File: config.mk
export PLATFORM = sky130hd
export DESIGN_NAME = cau_div_step
export DESIGN_NICKNAME = d
export VERILOG_FILES = /design/src/rtl/cau_pkg.sv /design/src/rtl/cau_div_step.sv
export SDC_FILE = /design/constraint.sdc
export NUM_CORES = 1
export LEC_CHECK = 0
export BUFFER_PORTS_ARGS = -buffer_cell sky130_fd_sc_hd__buf_2
export CORE_AREA = 2 2 334 336
export DETAILED_ROUTE_END_ITERATION = 8
export DIE_AREA = 0 0 336 338
export GPL_ROUTABILITY_DRIVEN = 0
export SLEW_MARGIN = 25
export SYNTH_ARGS = -nofsm -noshare
export SYNTH_HDL_FRONTEND = slang
export SYNTH_SLANG_ARGS = --single-unit
File: constraint.sdc
create_clock -name i_clk -period 6.9 [get_ports i_clk]
set_input_delay 1.725 -clock i_clk [delete_from_list [all_inputs] [get_ports i_clk]]
set_output_delay 1.725 -clock i_clk [all_outputs]
set_load 0.05 [all_outputs]
File: src/rtl/cau_pkg.sv
// Types, widths, codes and helper functions of the complex arithmetic unit.
package cau_pkg;

    localparam int DATA_WIDTH = 32;
    localparam int FRAC_BITS  = 16;

    localparam int W    = DATA_WIDTH;
    localparam int PW   = 2 * W;
    localparam int SW   = 2 * W + 1;
    localparam int DENW = 2 * W;
    localparam int QW   = W + 2;
    localparam int NUMW = SW + FRAC_BITS;
    localparam int RW   = (NUMW > DENW + QW - 1) ? NUMW : DENW + QW - 1;

    // product, sum, prepare, division steps, output register
    localparam int LATENCY = QW + 4;

    localparam logic [2:0] ACT_ADD = 3'd0;
    localparam logic [2:0] ACT_SUB = 3'd1;
    localparam logic [2:0] ACT_MUL = 3'd2;
    localparam logic [2:0] ACT_DIV = 3'd3;
    localparam logic [2:0] ACT_EQ  = 3'd4;
    localparam logic [2:0] ACT_NE  = 3'd5;

    localparam logic signed [SW-1:0] MAXV = {{(SW-W+1){1'b0}}, {(W-1){1'b1}}};
    localparam logic signed [SW-1:0] MINV = {{(SW-W+1){1'b1}}, {(W-1){1'b0}}};

    typedef struct packed {
        logic [2:0]          action;
        logic signed [W-1:0] a_real;
        logic signed [W-1:0] a_imag;
        logic signed [W-1:0] b_real;
        logic signed [W-1:0] b_imag;
    } t_item;

    typedef struct packed {
        logic signed [W-1:0] res_real;
        logic signed [W-1:0] res_imag;
        logic                compare_true;
        logic                undefined;
        logic                saturated;
    } t_result;

    typedef struct packed {
        logic          valid;
        logic          is_div;
        t_result       res;
        logic          neg_re;
        logic          neg_im;
        logic [RW-1:0] rem_re;
        logic [RW-1:0] rem_im;
        logic [RW-1:0] dsh;
        logic [QW-1:0] q_re;
        logic [QW-1:0] q_im;
    } t_stage;

    // Clamp a wide signed value to the data range; returns {saturated, value}.
    function automatic logic [W:0] sat_clip(input logic signed [SW-1:0] v);
        logic [W:0] r;
        if (v > MAXV) begin
            r = {1'b1, MAXV[W-1:0]};
        end else if (v < MINV) begin
            r = {1'b1, MINV[W-1:0]};
        end else begin
            r = {1'b0, v[W-1:0]};
        end
        return r;
    endfunction

endpackage

File: src/rtl/cau_div_step.sv
// One restoring division step for both result parts, registered.
module cau_div_step (
    input  logic            i_clk,
    input  logic            i_rst_n,
    input  cau_pkg::t_stage i_stage,
    output cau_pkg::t_stage o_stage
);

    cau_pkg::t_stage r_stage, n_stage;

    always_comb begin
        logic ge_re, ge_im;
        ge_re = i_stage.rem_re >= i_stage.dsh;
        ge_im = i_stage.rem_im >= i_stage.dsh;
        n_stage        = i_stage;
        n_stage.rem_re = ge_re ? i_stage.rem_re - i_stage.dsh : i_stage.rem_re;
        n_stage.rem_im = ge_im ? i_stage.rem_im - i_stage.dsh : i_stage.rem_im;
        n_stage.q_re   = {i_stage.q_re[cau_pkg::QW-2:0], ge_re};
        n_stage.q_im   = {i_stage.q_im[cau_pkg::QW-2:0], ge_im};
        n_stage.dsh    = i_stage.dsh >> 1;
    end

    always_ff @(posedge i_clk) begin
        if (!i_rst_n) begin
            r_stage.valid <= 1'b0;
        end else begin
            r_stage.valid <= n_stage.valid;
        end
        r_stage.is_div <= n_stage.is_div;
        r_stage.res    <= n_stage.res;
        r_stage.neg_re <= n_stage.neg_re;
        r_stage.neg_im <= n_stage.neg_im;
        r_stage.rem_re <= n_stage.rem_re;
        r_stage.rem_im <= n_stage.rem_im;
        r_stage.dsh    <= n_stage.dsh;
        r_stage.q_re   <= n_stage.q_re;
        r_stage.q_im   <= n_stage.q_im;
    end

    assign o_stage = r_stage;

endmodule

Word-level counts from Yosys, hierarchy flattened
Cells that the tools add are included.

operators by class
  add/sub/neg operators = 2
  order comparisons = 2
  multiplexer cells = 2

operator list
  kind                  number
  >= comparator 97 bit  2
  two-way mux 97 bit    2
  subtractor 97 bit     2

word-level totals
  flip-flop bits (word level) = 429
  input port bits = 432
  output and inout bits = 430
  logic and storage cells = 20

Longest topological paths before layout
  depth after elaboration = 2
  depth in mapped cells = 16
  gate-level depth less buffers = 14

Least setup slack after synthesis
Ideal clock, no wire load.

  path kind = input port to flip-flop
  start point = input port i_stage[75] (netlist bit)
  end point = register r_stage, in the netlist o_stage[243]
  arrival = 4.747 ns
  slack = 2.034 ns
  stages on the path = 14
  path through = inv_1 ha_1 buf_6 a21oi_2 o21ai_1 a221o_1 a221o_1 a31oi_2 o21ai_1 or4_1 and3_4 or2_4 a2111o_1 o221a_2

RTL lines
  what                line               source
  start: declaration  cau_div_step.sv:5  input cau_pkg::t_stage i_stage,
  end: declaration    cau_div_step.sv:9  cau_pkg::t_stage r_stage, n_stage;

==> results.rst <==
.. list-table::
   :header-rows: 1

   * - Metric
     - Value
   * - Critical Path Start
     - i_stage[90]
   * - Vias in the first global route
     - 23,403
   * - Measured slew at the worst slew-check pin
     - 1007 ps
   * - Max reg flops
     - 429
   * - Maximum cell stage delay along the critical path
     - 880 ps
   * - Start-to-end type of the worst setup path
     - in2reg
   * - Boundary Pins
     - 862
   * - Instance count after placement with tap cells included
     - 5,101
   * - Post-route ant nets
     - 0
   * - Total count of hold-check failures in the final report
     - 0
   * - Fraction of layout instances using a drive strength above 1
     - 27.28%
   * - Finish-stage setup viols
     - 0
   * - Final-layout setup total negative slack
     - 0 ps
   * - Crit path capture
     - o_stage[305]$_DFF_P_
   * - Top FF cell, synth
     - dfxtp_1
   * - HPWL after detailed placement
     - 103,400 um
   * - Hold bufs inserted after CTS
     - 0
   * - Vias per Instance
     - 4.705
   * - Post-synthesis instance area
     - 23,320 um^2
   * - Number of clock sinks seen by CTS
     - 429
   * - Remaining Overflow, GRT
     - 0
   * - Die Footprint
     - 113,600 um^2
   * - Kind of capture point of the worst setup path
     - flip-flop
   * - Switching power total
     - 3.729 mW
   * - Pin count of the biggest net entering global routing
     - 122
   * - Slew Limit Fails
     - 0
   * - Data required time of the worst path
     - 7440 ps
   * - Max-Slew Margin vs Limit
     - 32.45%
   * - NumNets Final
     - 4,297
   * - Wire length of the first global-routing pass
     - 164,800 um
   * - RSZ-0062 raised after global routing
     - no
   * - Area Growth Syn to Fin
     - 34.03%
   * - Aggregate global-route resource usage
     - 20.08%
   * - Number of H-tree levels
     - 2
   * - DRC violation count after routing
     - 0
   * - Worst path cell trace
     - buf_2, inv_1, ha_1, nand4_1, nor4_1, and3_1, nand3_1, a311o_1, a211oi_1, a31o_1, o211ai_1, a21oi_4, buf_12, mux2_1
   * - Worst vdd ir
     - 192.2 uV
   * - Sequential share of the synthesized area
     - 36.82%
   * - Clock tree from TritonCTS
     - done
   * - P_int
     - 5.422 mW
   * - Effective utilization at floorplan
     - 21.19%
   * - Library cell contributing the largest single delay on the critical path
     - a211oi_1
   * - Sequential share of power
     - 31.1%
   * - Clock tree buffer depth
     - 3
   * - Cell Count, Final, Fillers Out
     - 5,214
   * - Net Count, Synth
     - 3,466
   * - Root Driver
     - clkbuf_16
   * - FF+latch count, synth
     - 429
   * - PwrDens
     - 292.7 nW/um^2
   * - Count of buffers added by post-CTS timing repair for setup
     - 0
   * - Clock Power Share
     - 33.3%
   * - Reported max-cap violation count
     - 0
   * - Critical Path Start Type
     - primary input
   * - Maximum net fanout on the critical path
     - 81
   * - CP arrival
     - 6450 ps
   * - Warnings, synthesis
     - 0
   * - Final wirelength
     - 120,000 um
   * - Antenna violations before repair
     - 49
   * - Number of CTS-inserted buffers
     - 54
   * - Die height
     - 338 um
   * - FP Rows
     - 122
   * - Count of cell types in the netlist
     - 82
   * - Share of synthesized registers carrying an async set or reset
     - 0%
   * - Final worst-path cycle share
     - 85.58%
   * - Worst hold path startpoint
     - i_stage[401]
   * - Post-Syn Area per Cell
     - 8.219 um^2
   * - Clock transition time at the flip-flop clock pins of the worst setup and hold paths
     - 60 ps
   * - Count of flip-flops with a built-in enable after synthesis
     - 0
   * - Worst hold path type
     - in2reg
   * - 1st-iter DRT viols
     - 1,961
   * - Placeable core region
     - 110,100 um^2
   * - Cell leakage power
     - 14.53 nW
   * - Number of vias in the routed layout
     - 24,530
   * - Peak clock frequency supported by timing
     - 0.1693 GHz
   * - Part of the power in combinational logic
     - 35.6%
   * - Die boundary width
     - 336 um
   * - Count of instances resized after the clock tree is built
     - 0
   * - Drt wl/cell
     - 23.02 um
   * - Cells after synthesis
     - 2,838
   * - Run status
     - completed
   * - IO Port Bufs
     - 858
   * - Minimum clock period
     - 5905 ps
   * - Iteration count of the initial detailed-routing pass
     - 9
   * - Share of total power consumed by net switching
     - 40.75%
metal layers:
metal,GRT usage (%),routed length (um),vias to the layer above
met3,7.042,11560,211
met2,35.04,57540,1100
met5,0,313,-
met1,23.09,47000,11373
li1,-,-,11798
met4,5.686,3621,48
cell usage in the layout, fill, tap and decap left out, types with 7 or more instances in the layout:
cell | netlist | routed
and2_1 | 9 | 9
nor4_1 | 20 | 20
clkinvlp_4 | 0 | 7
diode_2 | 0 | 13
ha_1 | 194 | 194
o211ai_1 | 18 | 18
o21a_1 | 32 | 32
o21ai_1 | 96 | 96
clkbuf_8 | 0 | 7
or2_2 | 7 | 7
clkinv_2 | 0 | 7
o31ai_1 | 17 | 17
a221oi_1 | 14 | 14
mux2_1 | 19 | 19
and4_1 | 11 | 11
buf_4 | 2 | 34
nor2_1 | 225 | 225
a21o_1 | 84 | 84
a21boi_0 | 12 | 12
clkinv_4 | 0 | 7
and3_1 | 13 | 13
nand3_1 | 34 | 34
a221o_1 | 8 | 8
nor2b_1 | 24 | 24
xnor2_1 | 101 | 101
buf_2 | 22 | 858
o21ai_0 | 155 | 155
nand2_1 | 277 | 277
a211oi_1 | 15 | 15
clkbuf_16 | 0 | 55
or3_1 | 9 | 9
a31oi_1 | 24 | 24
inv_1 | 166 | 166
dfxtp_1 | 429 | 429
nand2b_1 | 25 | 25
xor2_1 | 76 | 76
nand4_1 | 86 | 86
a21oi_1 | 339 | 339
nor3_1 | 31 | 31
o21bai_1 | 49 | 49
Yosys cell counts (all sizes together), types with 30 or more instances:
cell type | number | share of area (%)
o21bai | 49 | 1.6
a21o | 84 | 2.7
xnor2 | 101 | 3.8
nand4 | 86 | 2.3
nor3 | 31 | 0.67
dfxtp | 429 | 37
nand2 | 277 | 4.5
xor2 | 76 | 2.9
buf | 30 | 0.67
inv | 167 | 2.7
o21ai | 251 | 5.4
a21oi | 343 | 7.4
nor2 | 225 | 3.6
ha | 194 | 10
clkbuf | 90 | 1.4
o21a | 32 | 1.0
nand3 | 34 | 0.73
critical path, delay by kind of cell:
| kind | cells | cell delay [ps] |
|---|---|---|
| buf+inv | 3 | 440 |
| compound gates | 5 | 1960 |
| fa+ha+maj | 1 | 430 |
| simple gates | 4 | 1310 |
| mux | 1 | 390 |
area by class of cell:
class / instances / area [um^2]
Clock buffer: 68 / 1495
Tap cell: 1488 / 1862
Sequential cell: 429 / 8588
Antenna cell: 13 / 32.53
Fill cell: 11998 / 78800
Inverter: 167 / 626.9
Timing Repair Buffer: 895 / 4609
Clock inverter: 32 / 415.4
Multi-Input combinational cell: 2122 / 13630
per-stage QoR:
stage / utilization, % / setup WS, ps / power, mW / area, um^2 / hold slack [ps]
floorplan: - / 2034 / 5.103 / 23320 / 1753
global placement: 26.64 / 283.8 / 6.134 / 29320 / 1827
detailed placement: 26.64 / 198.1 / 6.138 / 29320 / 1829
CTS: 28.37 / 903.0 / 9.250 / 31230 / 1106
global route: 28.38 / 742.4 / 9.566 / 31240 / 1126
finish: 28.40 / 994.8 / 9.151 / 31260 / 1157
how the worst min path moves through the flow:
stage | slack [ps] | cells after the start | end
floorplan | 1750 | 0 | o_stage[100]$_DFF_P_
global placement | 1830 | 1 | o_stage[62]$_DFF_P_
detailed placement | 1830 | 1 | o_stage[8]$_DFF_P_
CTS | 1110 | 1 | o_stage[385]$_DFF_P_
global route | 1130 | 1 | o_stage[400]$_DFF_P_
finish | 1160 | 1 | o_stage[401]$_DFF_P_
power by group through the flow:
stage	combinational [mW]	sequential (mW)	clock, mW
final	3.25	2.85	3.05
after global routing	3.47	2.87	3.23
after CTS	3.25	2.85	3.15
after detailed placement	3.24	2.90	0
after global placement	3.23	2.90	0
after floorplan	1.20	3.91	0
cell families (layout without fill, tap and decap cells):
family          count (synthesis)  after routing  synth area share (%)
simple gates                  794            794                 15.87
buf+inv                       287           1162                 4.801
xor+xnor                      177            177                 6.646
compound gates                934            934                 24.31
fa+ha+maj                     196            196                 10.58
flops                         429            429                 36.82
mux                            20             20                0.9602
other cells                     1             14               0.01608
Note: power is estimated with default switching activity, not from simulation.
